[config.mk]
export PLATFORM = sky130hd
export DESIGN_NAME = trivariate_polynomial_evaluator_unit
export DESIGN_NICKNAME = d
export VERILOG_FILES = /design/src/hdl/tpe_pkg.sv /design/src/hdl/tpe_ram.sv /design/src/hdl/tpe_mul_unit.sv /design/src/hdl/trivariate_polynomial_evaluator_unit.sv
export VERILOG_INCLUDE_DIRS = /design/src /design/src/hdl
export SDC_FILE = /design/constraint.sdc
export NUM_CORES = 2
export LEC_CHECK = 0
export ABC_CLOCK_PERIOD_IN_PS = 10200
export BUFFER_PORTS_ARGS = -buffer_cell sky130_fd_sc_hd__buf_2
export CAP_MARGIN = 25
export CORE_ASPECT_RATIO = 0.8
export CORE_MARGIN = 3
export CORE_UTILIZATION = 55
export DETAILED_ROUTE_END_ITERATION = 16
export PLACE_DENSITY = 0.69
export RECOVER_POWER = 100
export SYNTH_ARGS = -nofsm -noshare
export SYNTH_HDL_FRONTEND = slang
export SYNTH_HIERARCHICAL = 1
export SYNTH_SLANG_ARGS = --single-unit
export TNS_END_PERCENT = 30
[constraint.sdc]
create_clock -name clk -period 10.2 [get_ports clk]
set_input_delay 0.51 -clock clk [delete_from_list [all_inputs] [get_ports clk]]
set_output_delay 0.51 -clock clk [all_outputs]
set_load 0.02 [all_outputs]
[src/hdl/trivariate_polynomial_evaluator_unit_macros.svh]
// Assertion macros shared by the evaluator RTL.
`ifndef TRIVARIATE_POLYNOMIAL_EVALUATOR_UNIT_MACROS_SVH
`define TRIVARIATE_POLYNOMIAL_EVALUATOR_UNIT_MACROS_SVH

`ifndef ASSERT_OFF
// same-cycle implication, sampled on clk, quiet while arst_n is low
`define TPE_ASSERT_IMP(label, ante, cons) \
	label: assert property (@(posedge clk) disable iff (!arst_n) (ante) |-> (cons)) \
		else $error("tpe assertion failed");
// next-cycle implication
`define TPE_ASSERT_NXT(label, ante, cons) \
	label: assert property (@(posedge clk) disable iff (!arst_n) (ante) |=> (cons)) \
		else $error("tpe assertion failed");
`else
`define TPE_ASSERT_IMP(label, ante, cons)
`define TPE_ASSERT_NXT(label, ante, cons)
`endif

`endif

[src/hdl/tpe_pkg.sv]
// Package: constants, payload types and sequencer states of the polynomial evaluator.
`default_nettype none

package tpe_pkg;

	localparam int MAX_ORDER   = 4;
	localparam int TABLE_DEPTH = 64;

	localparam int ADDR_W    = (TABLE_DEPTH > 1) ? $clog2(TABLE_DEPTH) : 1;
	localparam int ORD_W     = $clog2(MAX_ORDER + 1);
	localparam int DIG_W     = (MAX_ORDER > 1) ? $clog2(MAX_ORDER) : 1;
	localparam int REM_W     = DIG_W + 2;
	localparam int MAX_TERMS = MAX_ORDER * MAX_ORDER * MAX_ORDER;
	localparam int TERM_W    = ($clog2(MAX_TERMS + 1) > ADDR_W + 1) ?
		$clog2(MAX_TERMS + 1) : ADDR_W + 1;

	localparam int ACC_W  = 48;
	localparam int COEF_W = 32;
	localparam int X_W    = 16;
	localparam int FRAC_X = 12;
	localparam int PROD_W = ACC_W + X_W;
	localparam int IDX_W  = 6;

	localparam int ORDER_W   = 3;
	localparam int STEP_W    = 2;
	localparam int CFG_W     = 3;
	localparam int CFG_IDX_W = 1;

	localparam logic [ORDER_W-1:0] ORDER_RESET = 3'd1;
	localparam logic [STEP_W-1:0]  STEP_RESET  = 2'd1;

	localparam logic signed [ACC_W-1:0] ACC_MAX = {1'b0, {(ACC_W-1){1'b1}}};
	localparam logic signed [ACC_W-1:0] ACC_MIN = {1'b1, {(ACC_W-1){1'b0}}};

	typedef enum logic [0:0] {
		OP_LOAD = 1'b0,
		OP_EVAL = 1'b1
	} op_t;

	typedef enum logic [CFG_IDX_W-1:0] {
		REG_ORDER = 1'b0,
		REG_STEP  = 1'b1
	} cfg_reg_t;

	typedef struct packed {
		op_t                      operation;
		logic [IDX_W-1:0]         coef_index;
		logic signed [COEF_W-1:0] coef_value;
		logic signed [X_W-1:0]    x0;
		logic signed [X_W-1:0]    x1;
		logic signed [X_W-1:0]    x2;
	} cmd_t;

	typedef struct packed {
		logic signed [ACC_W-1:0] poly_value;
		logic                    inside_res;
		logic                    saturated;
	} res_t;

	// scaled, saturated term out of the shared multiplier
	typedef struct packed {
		logic signed [ACC_W-1:0] value;
		logic                    clip;
	} mul_res_t;

	typedef enum logic [3:0] {
		S_IDLE,
		S_RD,
		S_LD,
		S_DIM,
		S_MUL,
		S_SAT,
		S_ACC,
		S_NEXT,
		S_DONE
	} state_t;

endpackage

`default_nettype wire

[src/hdl/tpe_ram.sv]
// Generic single-port-write, registered-read RAM.
`default_nettype none

module tpe_ram #(
	parameter int WIDTH = 32,
	parameter int DEPTH = 64,
	localparam int AW = (DEPTH > 1) ? $clog2(DEPTH) : 1
) (
	input  wire logic             clk,
	input  wire logic             we,
	input  wire logic [AW-1:0]    waddr,
	input  wire logic [WIDTH-1:0] wdata,
	input  wire logic [AW-1:0]    raddr,
	output logic      [WIDTH-1:0] rdata
);

	logic [WIDTH-1:0] mem_q [DEPTH];
	logic [WIDTH-1:0] rdata_q;

	always_ff @(posedge clk) begin
		if (we) begin
			mem_q[waddr] <= wdata;
		end
		rdata_q <= mem_q[raddr];
	end

	assign rdata = rdata_q;

endmodule

`default_nettype wire

[src/hdl/tpe_mul_unit.sv]
// Shared multiplier: term times coordinate, floor shift by the point's fraction, 48-bit clip.
`default_nettype none

module tpe_mul_unit import tpe_pkg::*; (
	input  wire logic                    clk,
	input  wire logic                    en,
	input  wire logic signed [ACC_W-1:0] t,
	input  wire logic signed [X_W-1:0]   x,
	output mul_res_t                     res
);

	logic signed [PROD_W-1:0] prod_c;
	logic signed [PROD_W-1:0] prod_q;
	logic signed [PROD_W-1:0] shifted;
	logic [PROD_W-ACC_W-FRAC_X:0] hi;
	logic fits;

	assign prod_c = t * x;

	always_ff @(posedge clk) begin
		if (en) begin
			prod_q <= prod_c;
		end
	end

	// arithmetic shift gives floor division
	assign shifted = prod_q >>> FRAC_X;
	assign hi      = prod_q[PROD_W-1:ACC_W+FRAC_X-1];
	assign fits    = (&hi) | ~(|hi);

	always_comb begin
		res.clip  = ~fits;
		if (fits) begin
			res.value = shifted[ACC_W-1:0];
		end else if (prod_q[PROD_W-1]) begin
			res.value = ACC_MIN;
		end else begin
			res.value = ACC_MAX;
		end
	end

endmodule

`default_nettype wire

[src/hdl/trivariate_polynomial_evaluator_unit.sv]
// Top level: trivariate polynomial evaluator with coefficient table and term sequencer.
// Load item: written in the accept cycle, busy never rises; next item may follow at once.
// Evaluate item: per term, S_RD and S_LD read its coefficient; a zero one goes straight to
//   S_NEXT, else S_DIM runs per coordinate with one S_MUL, S_SAT pass of the shared multiplier
//   per power (k0, k1, k2 times step powers), then S_ACC and S_NEXT. S_DONE follows the last
//   term's S_NEXT, or the accept at order zero; next item taken after done.
// Reset (arst_n low, asynchronous): table reads as zero, order 1, step 1, idle.
`default_nettype none
`include "trivariate_polynomial_evaluator_unit_macros.svh"

module trivariate_polynomial_evaluator_unit import tpe_pkg::*; (
	input  wire logic                 clk,
	input  wire logic                 arst_n,
	input  wire logic                 start,
	output logic                      busy,
	input  wire cmd_t                 cmd,
	output logic                      done,
	output res_t                      result,
	input  wire logic                 cfg_we,
	input  wire logic [CFG_IDX_W-1:0] cfg_index,
	input  wire logic [CFG_W-1:0]     cfg_data
);

	// ------------------------------------------------------------------
	// Registers
	// ------------------------------------------------------------------
	state_t state_q, state_d;

	logic [ORDER_W-1:0] order_q;
	logic [STEP_W-1:0]  step_q;

	// one valid bit per table entry: an unwritten entry reads as zero
	logic [TABLE_DEPTH-1:0] valid_q;
	logic                   rd_valid_q;

	logic signed [X_W-1:0] x0_q, x1_q, x2_q;
	logic [TERM_W-1:0]     term_q;
	logic [DIG_W-1:0]      k0_q, k1_q, k2_q;
	logic [1:0]            dim_q;     // 0, 1, 2: which coordinate is being applied
	logic [REM_W-1:0]      rem_q;     // multiplications left after the current one
	logic signed [ACC_W-1:0] t_q;
	logic signed [ACC_W-1:0] acc_q;
	logic                  clip_q;

	// ------------------------------------------------------------------
	// Combinational helpers
	// ------------------------------------------------------------------
	logic                    accept, eval_acc, load_acc;
	logic [ORD_W-1:0]        ord_eff, ord_m1;
	logic [COEF_W-1:0]       rdata;
	logic signed [COEF_W-1:0] coef;
	logic [DIG_W-1:0]        k_cur;
	logic signed [X_W-1:0]   x_cur;
	logic [REM_W-1:0]        rem_calc;
	logic                    last_dim, last_term;
	logic signed [ACC_W:0]   sum;
	logic                    sum_ovf;
	logic                    mul_en;
	mul_res_t                mul_res;

	assign accept   = start & ~busy;
	assign eval_acc = accept & (cmd.operation == OP_EVAL);
	assign load_acc = accept & (cmd.operation == OP_LOAD) &
		(int'(cmd.coef_index) < TABLE_DEPTH);

	// orders above the maximum clamp to it
	assign ord_eff = (int'(order_q) > MAX_ORDER) ? ORD_W'(MAX_ORDER) : ORD_W'(order_q);
	assign ord_m1  = ord_eff - ORD_W'(1);

	assign coef = rd_valid_q ? $signed(rdata) : '0;

	always_comb begin
		case (dim_q)
			2'd0:    begin k_cur = k0_q; x_cur = x0_q; end
			2'd1:    begin k_cur = k1_q; x_cur = x1_q; end
			default: begin k_cur = k2_q; x_cur = x2_q; end
		endcase
	end

	assign rem_calc = REM_W'(k_cur) * REM_W'(step_q);
	assign last_dim = (dim_q == 2'd2);

	// last term: all digits at order-1, or the table runs out
	assign last_term = ((ORD_W'(k0_q) == ord_m1) && (ORD_W'(k1_q) == ord_m1) &&
		(ORD_W'(k2_q) == ord_m1)) || (int'(term_q) + 1 >= TABLE_DEPTH);

	assign sum     = {acc_q[ACC_W-1], acc_q} + {t_q[ACC_W-1], t_q};
	assign sum_ovf = sum[ACC_W] ^ sum[ACC_W-1];

	// ------------------------------------------------------------------
	// Coefficient table and shared multiplier
	// ------------------------------------------------------------------
	tpe_ram #(
		.WIDTH(COEF_W),
		.DEPTH(TABLE_DEPTH)
	) u_table (
		.clk  (clk),
		.we   (load_acc),
		.waddr(ADDR_W'(cmd.coef_index)),
		.wdata(cmd.coef_value),
		.raddr(term_q[ADDR_W-1:0]),
		.rdata(rdata)
	);

	tpe_mul_unit u_mul (
		.clk(clk),
		.en (mul_en),
		.t  (t_q),
		.x  (x_cur),
		.res(mul_res)
	);

	// ------------------------------------------------------------------
	// Sequencer: next state
	// ------------------------------------------------------------------
	always_comb begin
		state_d = state_q;
		unique case (state_q)
			S_IDLE: begin
				if (eval_acc) begin
					state_d = (ord_eff == '0) ? S_DONE : S_RD;
				end
			end
			S_RD: state_d = S_LD;
			S_LD: state_d = (coef == '0) ? S_NEXT : S_DIM;
			S_DIM: begin
				if (rem_calc != '0) begin
					state_d = S_MUL;
				end else if (last_dim) begin
					state_d = S_ACC;
				end
			end
			S_MUL: state_d = S_SAT;
			S_SAT: begin
				if (rem_q != '0) begin
					state_d = S_MUL;
				end else if (last_dim) begin
					state_d = S_ACC;
				end else begin
					state_d = S_DIM;
				end
			end
			S_ACC:  state_d = S_NEXT;
			S_NEXT: state_d = last_term ? S_DONE : S_RD;
			S_DONE: state_d = S_IDLE;
			default: state_d = S_IDLE;
		endcase
	end

	// ------------------------------------------------------------------
	// Sequencer: outputs
	// ------------------------------------------------------------------
	always_comb begin
		busy   = (state_q != S_IDLE);
		done   = (state_q == S_DONE);
		mul_en = (state_q == S_MUL);
		result.poly_value = acc_q;
		result.inside_res = (acc_q <= 0);
		result.saturated  = clip_q;
	end

	// ------------------------------------------------------------------
	// Control registers
	// ------------------------------------------------------------------
	always_ff @(posedge clk or negedge arst_n) begin
		if (!arst_n) begin
			state_q    <= S_IDLE;
			order_q    <= ORDER_RESET;
			step_q     <= STEP_RESET;
			valid_q    <= '0;
			rd_valid_q <= 1'b0;
			term_q     <= '0;
			k0_q       <= '0;
			k1_q       <= '0;
			k2_q       <= '0;
			dim_q      <= '0;
			rem_q      <= '0;
		end else begin
			state_q    <= state_d;
			rd_valid_q <= valid_q[term_q[ADDR_W-1:0]];

			if (cfg_we) begin
				unique case (cfg_index)
					REG_ORDER: order_q <= cfg_data[ORDER_W-1:0];
					REG_STEP:  step_q  <= cfg_data[STEP_W-1:0];
					default: ;
				endcase
			end

			if (load_acc) begin
				valid_q[ADDR_W'(cmd.coef_index)] <= 1'b1;
			end

			case (state_q)
				S_IDLE: begin
					term_q <= '0;
					k0_q   <= '0;
					k1_q   <= '0;
					k2_q   <= '0;
				end
				S_LD: dim_q <= '0;
				S_DIM: begin
					if (rem_calc != '0) begin
						rem_q <= rem_calc - REM_W'(1);
					end else if (!last_dim) begin
						dim_q <= dim_q + 2'd1;
					end
				end
				S_SAT: begin
					if (rem_q != '0) begin
						rem_q <= rem_q - REM_W'(1);
					end else if (!last_dim) begin
						dim_q <= dim_q + 2'd1;
					end
				end
				S_NEXT: begin
					// base-order digit counter alongside the linear index
					term_q <= term_q + TERM_W'(1);
					if (ORD_W'(k0_q) == ord_m1) begin
						k0_q <= '0;
						if (ORD_W'(k1_q) == ord_m1) begin
							k1_q <= '0;
							k2_q <= k2_q + DIG_W'(1);
						end else begin
							k1_q <= k1_q + DIG_W'(1);
						end
					end else begin
						k0_q <= k0_q + DIG_W'(1);
					end
				end
				default: ;
			endcase
		end
	end

	// ------------------------------------------------------------------
	// Datapath registers
	// ------------------------------------------------------------------
	always_ff @(posedge clk) begin
		case (state_q)
			S_IDLE: begin
				if (eval_acc) begin
					x0_q   <= cmd.x0;
					x1_q   <= cmd.x1;
					x2_q   <= cmd.x2;
					acc_q  <= '0;
					clip_q <= 1'b0;
				end
			end
			S_LD: t_q <= ACC_W'(coef);
			S_SAT: begin
				t_q    <= mul_res.value;
				clip_q <= clip_q | mul_res.clip;
			end
			S_ACC: begin
				if (sum_ovf) begin
					acc_q  <= sum[ACC_W] ? ACC_MIN : ACC_MAX;
					clip_q <= 1'b1;
				end else begin
					acc_q  <= sum[ACC_W-1:0];
				end
			end
			default: ;
		endcase
	end

	// ------------------------------------------------------------------
	// Assertions
	// ------------------------------------------------------------------
	`TPE_ASSERT_NXT(a_load_stays_idle, start && !busy && cmd.operation == OP_LOAD, !busy)
	`TPE_ASSERT_NXT(a_eval_goes_busy, start && !busy && cmd.operation == OP_EVAL, busy)
	`TPE_ASSERT_NXT(a_done_one_cycle, done, !done && !busy)
	`TPE_ASSERT_IMP(a_sat_after_mul, state_q == S_SAT, $past(state_q) == S_MUL)

endmodule

`default_nettype wire

==> impl_results.html <==
<table>
<tr><th>Metric</th><th>Value</th></tr>
<tr><th colspan="2">Status</th></tr>
<tr><td>Run status</td><td>finished, violations left</td></tr>
<tr><td>Failing checks</td><td>capacitance limit, slew limit</td></tr>
<tr><th colspan="2">CTS</th></tr>
<tr><td>Clock transition at the registers of the reported paths</td><td>about 0.060 ns</td></tr>
<tr><td># resized after CTS</td><td>0</td></tr>
<tr><td>Clock tree from TritonCTS</td><td>yes</td></tr>
<tr><td>Clock buffer count from CTS</td><td>226</td></tr>
<tr><td>Buffer count from post-CTS setup fixing</td><td>0</td></tr>
<tr><td>CTS H-Tree Depth</td><td>4</td></tr>
<tr><td>Clock Path Buffers</td><td>4</td></tr>
<tr><td>Cts hold-fix bufs</td><td>54</td></tr>
<tr><td>Clock sink total</td><td>2370</td></tr>
<tr><td>Worst-Skew Late Latency</td><td>0.93 ns</td></tr>
<tr><td>Clk root buf</td><td>sky130_fd_sc_hd__clkbuf_16</td></tr>
<tr><th colspan="2">Global route</th></tr>
<tr><td>Pin count of the biggest net entering global routing</td><td>143</td></tr>
<tr><td>GRT Total Usage</td><td>28.1%</td></tr>
<tr><td>GRT Residual Overflow</td><td>0</td></tr>
<tr><td>Global-route wire length before repair</td><td>around 460000 um</td></tr>
<tr><td>Initial antenna violation count</td><td>9</td></tr>
<tr><td>Via count of the first global-routing pass</td><td>~69000</td></tr>
<tr><th colspan="2">Timing</th></tr>
<tr><td>Final max-slew violation count</td><td>roughly 4500</td></tr>
<tr><td>Fmax</td><td>between 100 and 150 MHz</td></tr>
<tr><td>Slew HR</td><td>-157%</td></tr>
<tr><td>Slew @ Worst Pin</td><td>a little under 4 ns</td></tr>
<tr><td>Post-route minimum period</td><td>9.65 ns</td></tr>
<tr><td>Post-Route Setup TNS</td><td>0 ns</td></tr>
<tr><td>Number of setup violations in the final report</td><td>0</td></tr>
<tr><td>Post-Route Hold Slack</td><td>0.0640 ns</td></tr>
<tr><td>Number of endpoints with negative hold slack in the final report</td><td>0</td></tr>
<tr><td>Setup skew after layout</td><td>roughly 0.12 ns</td></tr>
<tr><td>Final worst path period share</td><td>94.7%</td></tr>
<tr><td>RSZ-0062 raised after global routing</td><td>no</td></tr>
<tr><th colspan="2">Placement</th></tr>
<tr><td>Detail Placement HPWL</td><td>190000 um</td></tr>
<tr><td>Instance area after placement</td><td>roughly 0.12 mm^2</td></tr>
<tr><td>RePlAce Congestion</td><td>0.894</td></tr>
<tr><td>Number of buffers added on ports</td><td>146</td></tr>
<tr><th colspan="2">Route</th></tr>
<tr><td>Remaining DRCs</td><td>0</td></tr>
<tr><td>Sum of met3 wire segment lengths after detailed routing</td><td>39000 um</td></tr>
<tr><td>Highest routed metal layer</td><td>met5</td></tr>
<tr><td>Post-route antenna net violation count</td><td>0</td></tr>
<tr><td>Routed wire length per instance</td><td>28.3 um</td></tr>
<tr><td>Vias post-DR</td><td>67500</td></tr>
<tr><td>Total wire length</td><td>between 300000 and 400000 um</td></tr>
<tr><td>First-pass iteration count of the detailed router</td><td>7</td></tr>
<tr><td>Routed wire length on met2</td><td>137000 um</td></tr>
<tr><td>Count of routing violations after the opening detailed-route iteration</td><td>8858</td></tr>
<tr><td>Drt via density</td><td>6.18</td></tr>
<tr><td>Total routed wire length on the met1 layer</td><td>126000 um</td></tr>
<tr><th colspan="2">Synthesis</th></tr>
<tr><td>Cell Area, Synth</td><td>around 0.12 mm^2</td></tr>
<tr><td>Average cell area after synthesis</td><td>15.6 um^2</td></tr>
<tr><td>Number of library cell types mapped by synthesis</td><td>93</td></tr>
<tr><td>Syn Nets</td><td>8676</td></tr>
<tr><td>Share of synthesized area occupied by flip-flops and latches</td><td>58.9%</td></tr>
<tr><td>Number of warnings printed during yosys synthesis</td><td>6</td></tr>
<tr><td>EDFF count, synth</td><td>2245</td></tr>
<tr><td>Synth Flop Type</td><td>sky130_fd_sc_hd__edfxtp_1</td></tr>
<tr><td>Post-synthesis cell count</td><td>7670</td></tr>
<tr><td>Share of flip-flops with an asynchronous set or reset</td><td>3.92%</td></tr>
<tr><td>Register bit total from synthesis</td><td>approximately 2400</td></tr>
<tr><th colspan="2">Critical path</th></tr>
<tr><td>Count of buffer and inverter cells on the critical path</td><td>6</td></tr>
<tr><td>Internal reg-to-reg setup slack</td><td>0.55 ns</td></tr>
<tr><td>Most used cell, CP</td><td>sky130_fd_sc_hd__fa_1</td></tr>
<tr><td>CP max-delay cell</td><td>sky130_fd_sc_hd__clkbuf_1</td></tr>
<tr><td>CP arrival</td><td>10.28 ns</td></tr>
<tr><td>Endpoint required time on the critical path</td><td>10.82 ns</td></tr>
<tr><td>Critical path class</td><td>reg2reg</td></tr>
<tr><td>Kind of end point of the critical path</td><td>flop</td></tr>
<tr><td>Critical path's largest stage delay</td><td>0.77 ns</td></tr>
<tr><td>Family of cells with the greatest summed delay on the critical path</td><td>adder cells</td></tr>
<tr><td>CP max FO</td><td>19</td></tr>
<tr><td>Startpoint type of the worst setup path</td><td>flop</td></tr>
<tr><th colspan="2">Floorplanning</th></tr>
<tr><td>Vertical extent of the die</td><td>423 um</td></tr>
<tr><td>Number of primary I/O pins</td><td>147</td></tr>
<tr><td>Die X</td><td>527 um</td></tr>
<tr><td>Initial Util</td><td>between 50% and 60%</td></tr>
<tr><td>Die area</td><td>0.223 mm^2</td></tr>
<tr><td>Standard-cell row count</td><td>approximately 150</td></tr>
<tr><td>Placeable core region</td><td>between 0.2 and 0.25 mm^2</td></tr>
<tr><th colspan="2">Final layout</th></tr>
<tr><td>Final cell area excluding filler cells</td><td>0.131 mm^2</td></tr>
<tr><td>Number of nets in the final layout</td><td>8907</td></tr>
<tr><td>Area used by multi-input combinational logic</td><td>around 0.044 mm^2</td></tr>
<tr><td>Layout area overhead</td><td>9.85%</td></tr>
<tr><td>Final-layout fill cell count</td><td>between 15000 and 20000</td></tr>
<tr><td>Share of final-layout standard cells stronger than drive strength 1</td><td>14.2%</td></tr>
<tr><td>Sequential standard cell area</td><td>0.0704 mm^2</td></tr>
<tr><th colspan="2">Hold path</th></tr>
<tr><td>Hold Crit Class</td><td>in2reg</td></tr>
<tr><th colspan="2">Flow run</th></tr>
<tr><td>Number of maximum-capacitance violations</td><td>113</td></tr>
</table>
[cell usage after synthesis (6+ instances only)]
cell	number	area, um^2
sky130_fd_sc_hd__edfxtp_1	2245	67400
sky130_fd_sc_hd__inv_1	895	3360
sky130_fd_sc_hd__fa_1	710	14200
sky130_fd_sc_hd__nand2_1	690	2590
sky130_fd_sc_hd__mux4_2	565	12700
sky130_fd_sc_hd__and2_1	269	1680
sky130_fd_sc_hd__nor2_1	258	968
sky130_fd_sc_hd__clkbuf_1	254	953
sky130_fd_sc_hd__ha_1	201	2510
sky130_fd_sc_hd__a21oi_1	192	961
sky130_fd_sc_hd__a21o_1	179	1340
sky130_fd_sc_hd__mux2i_1	99	991
sky130_fd_sc_hd__dfrtp_1	91	2280
sky130_fd_sc_hd__o22ai_1	91	569
sky130_fd_sc_hd__o21ai_0	86	430
sky130_fd_sc_hd__xnor2_1	69	604
sky130_fd_sc_hd__buf_2	63	315
sky130_fd_sc_hd__nand3_1	63	315
sky130_fd_sc_hd__o21bai_1	57	428
sky130_fd_sc_hd__nand4_1	37	231
sky130_fd_sc_hd__xor2_1	37	324
sky130_fd_sc_hd__buf_1	35	131
sky130_fd_sc_hd__nor2b_1	34	213
sky130_fd_sc_hd__a22oi_1	33	248
sky130_fd_sc_hd__dfxtp_1	32	641
sky130_fd_sc_hd__buf_4	31	233
sky130_fd_sc_hd__nor3_1	28	140
sky130_fd_sc_hd__nand2b_1	27	169
sky130_fd_sc_hd__o221ai_1	27	236
sky130_fd_sc_hd__and3_1	26	163
sky130_fd_sc_hd__nor4_1	24	150
sky130_fd_sc_hd__a31oi_1	19	119
sky130_fd_sc_hd__or3_1	17	106
sky130_fd_sc_hd__a211oi_1	12	90.1
sky130_fd_sc_hd__a311oi_1	11	96.3
sky130_fd_sc_hd__buf_6	11	124
sky130_fd_sc_hd__nand3b_1	11	82.6
sky130_fd_sc_hd__o31ai_1	11	82.6
sky130_fd_sc_hd__o21a_1	10	75.1
sky130_fd_sc_hd__a41o_1	8	80.1
sky130_fd_sc_hd__o211ai_1	8	60.1
sky130_fd_sc_hd__a21o_2	6	52.6
sky130_fd_sc_hd__mux2_2	6	67.6
sky130_fd_sc_hd__or2_2	6	37.5
[through the flow]
stage	std cells	utilization, %	setup WS (ns)
floorplan	7670	-	2.23
global placement	10500	57.6	1.04
detailed placement	10500	57.7	0.962
CTS	10900	61.2	1.01
global route	10900	60.9	0.262
finish	10900	61.0	0.545
[layout make-up]
class                   instances  area share, %
diodes                          4        0.00763
clock buffers                 269           4.49
clock inverters               139          0.942
inverters                     897           2.57
multi-input cells            4007           33.8
flip-flops and latches       2370           53.6
well taps                    2849           2.72
repair buffers                399           1.87
[metal layers]
metal  up-vias  GRT usage, %
met5         -             0
met4         2          6.00
met3       426          7.46
met2      3646          40.9
met1     35200          43.2
li1      28300             -
[worst paths after layout]
kind | startpoint | endpoint | cells past startpoint
min reg2reg | valid_q[42]$_DFFE_PN0P_ | valid_q[42]$_DFFE_PN0P_ | 1
min | cfg_we | step_q[1]$_DFFE_PN0P_ | 3
max in group asynchronous | arst_n | term_q[0]$_DFFE_PN0P_ | 3
max | dim_q[1]$_DFFE_PN0P_ | u_mul/prod_q[63]$_DFFE_PP_ | 26
min in group asynchronous | arst_n | valid_q[0]$_DFFE_PN0P_ | 2
max reg2reg | dim_q[1]$_DFFE_PN0P_ | u_mul/prod_q[63]$_DFFE_PP_ | 26
[kinds of logic (layout without fill, tap and decap cells)]
group           Yosys count  in the layout  share of synthesized area [%]
flops                  2370           2370                           58.9
simple gates           1527           1527                           6.01
buf+inv                1293           1704                           4.31
fa+ha+maj               912            912                           14.0
compound gates          790            790                           4.41
mux                     671            671                           11.6
xor+xnor                107            107                          0.791
other cells               0              4                              0
[placed cells by master (no fill, tap or decap), drive strengths merged, types with 21 or more instances in the layout]
cell type	count
ha	201
fa	710
nand2b	27
and3	28
edfxtp	2245
mux2i	99
o21bai	57
and2	271
a22oi	33
a31oi	21
xor2	38
o22ai	91
o21ai	86
clkbuf	445
xnor2	69
nor4	24
dlygate4sd3	54
mux4	565
nand2	690
nor2b	34
o221ai	27
dfrtp	91
nand4	37
clkinv	108
a21o	185
dfxtp	32
nor3	29
buf	169
inv	901
a21oi	194
nand3	64
nor2	258
[registers in the layout (all words and copies together), names as in the netlist, 4 cells and up]
register and flops:
rem_q 4, x0_q 16, u_table/rdata 32, x1_q 16, valid_q 64, acc_q 48, term_q 7, x2_q 16
t_q 48, u_table/mem_q 2048, state_q 4, u_mul/prod_q 52
[worst min-delay path, cell delays in order]
cell and delay, ns:
sky130_fd_sc_hd__buf_2 0.10, sky130_fd_sc_hd__nand2_1 0.08, sky130_fd_sc_hd__mux2_2 0.15
Power is left out: the tool's default activity adds up to more than one toggle a clock period on the data nets, which glitch-free logic cannot reach.
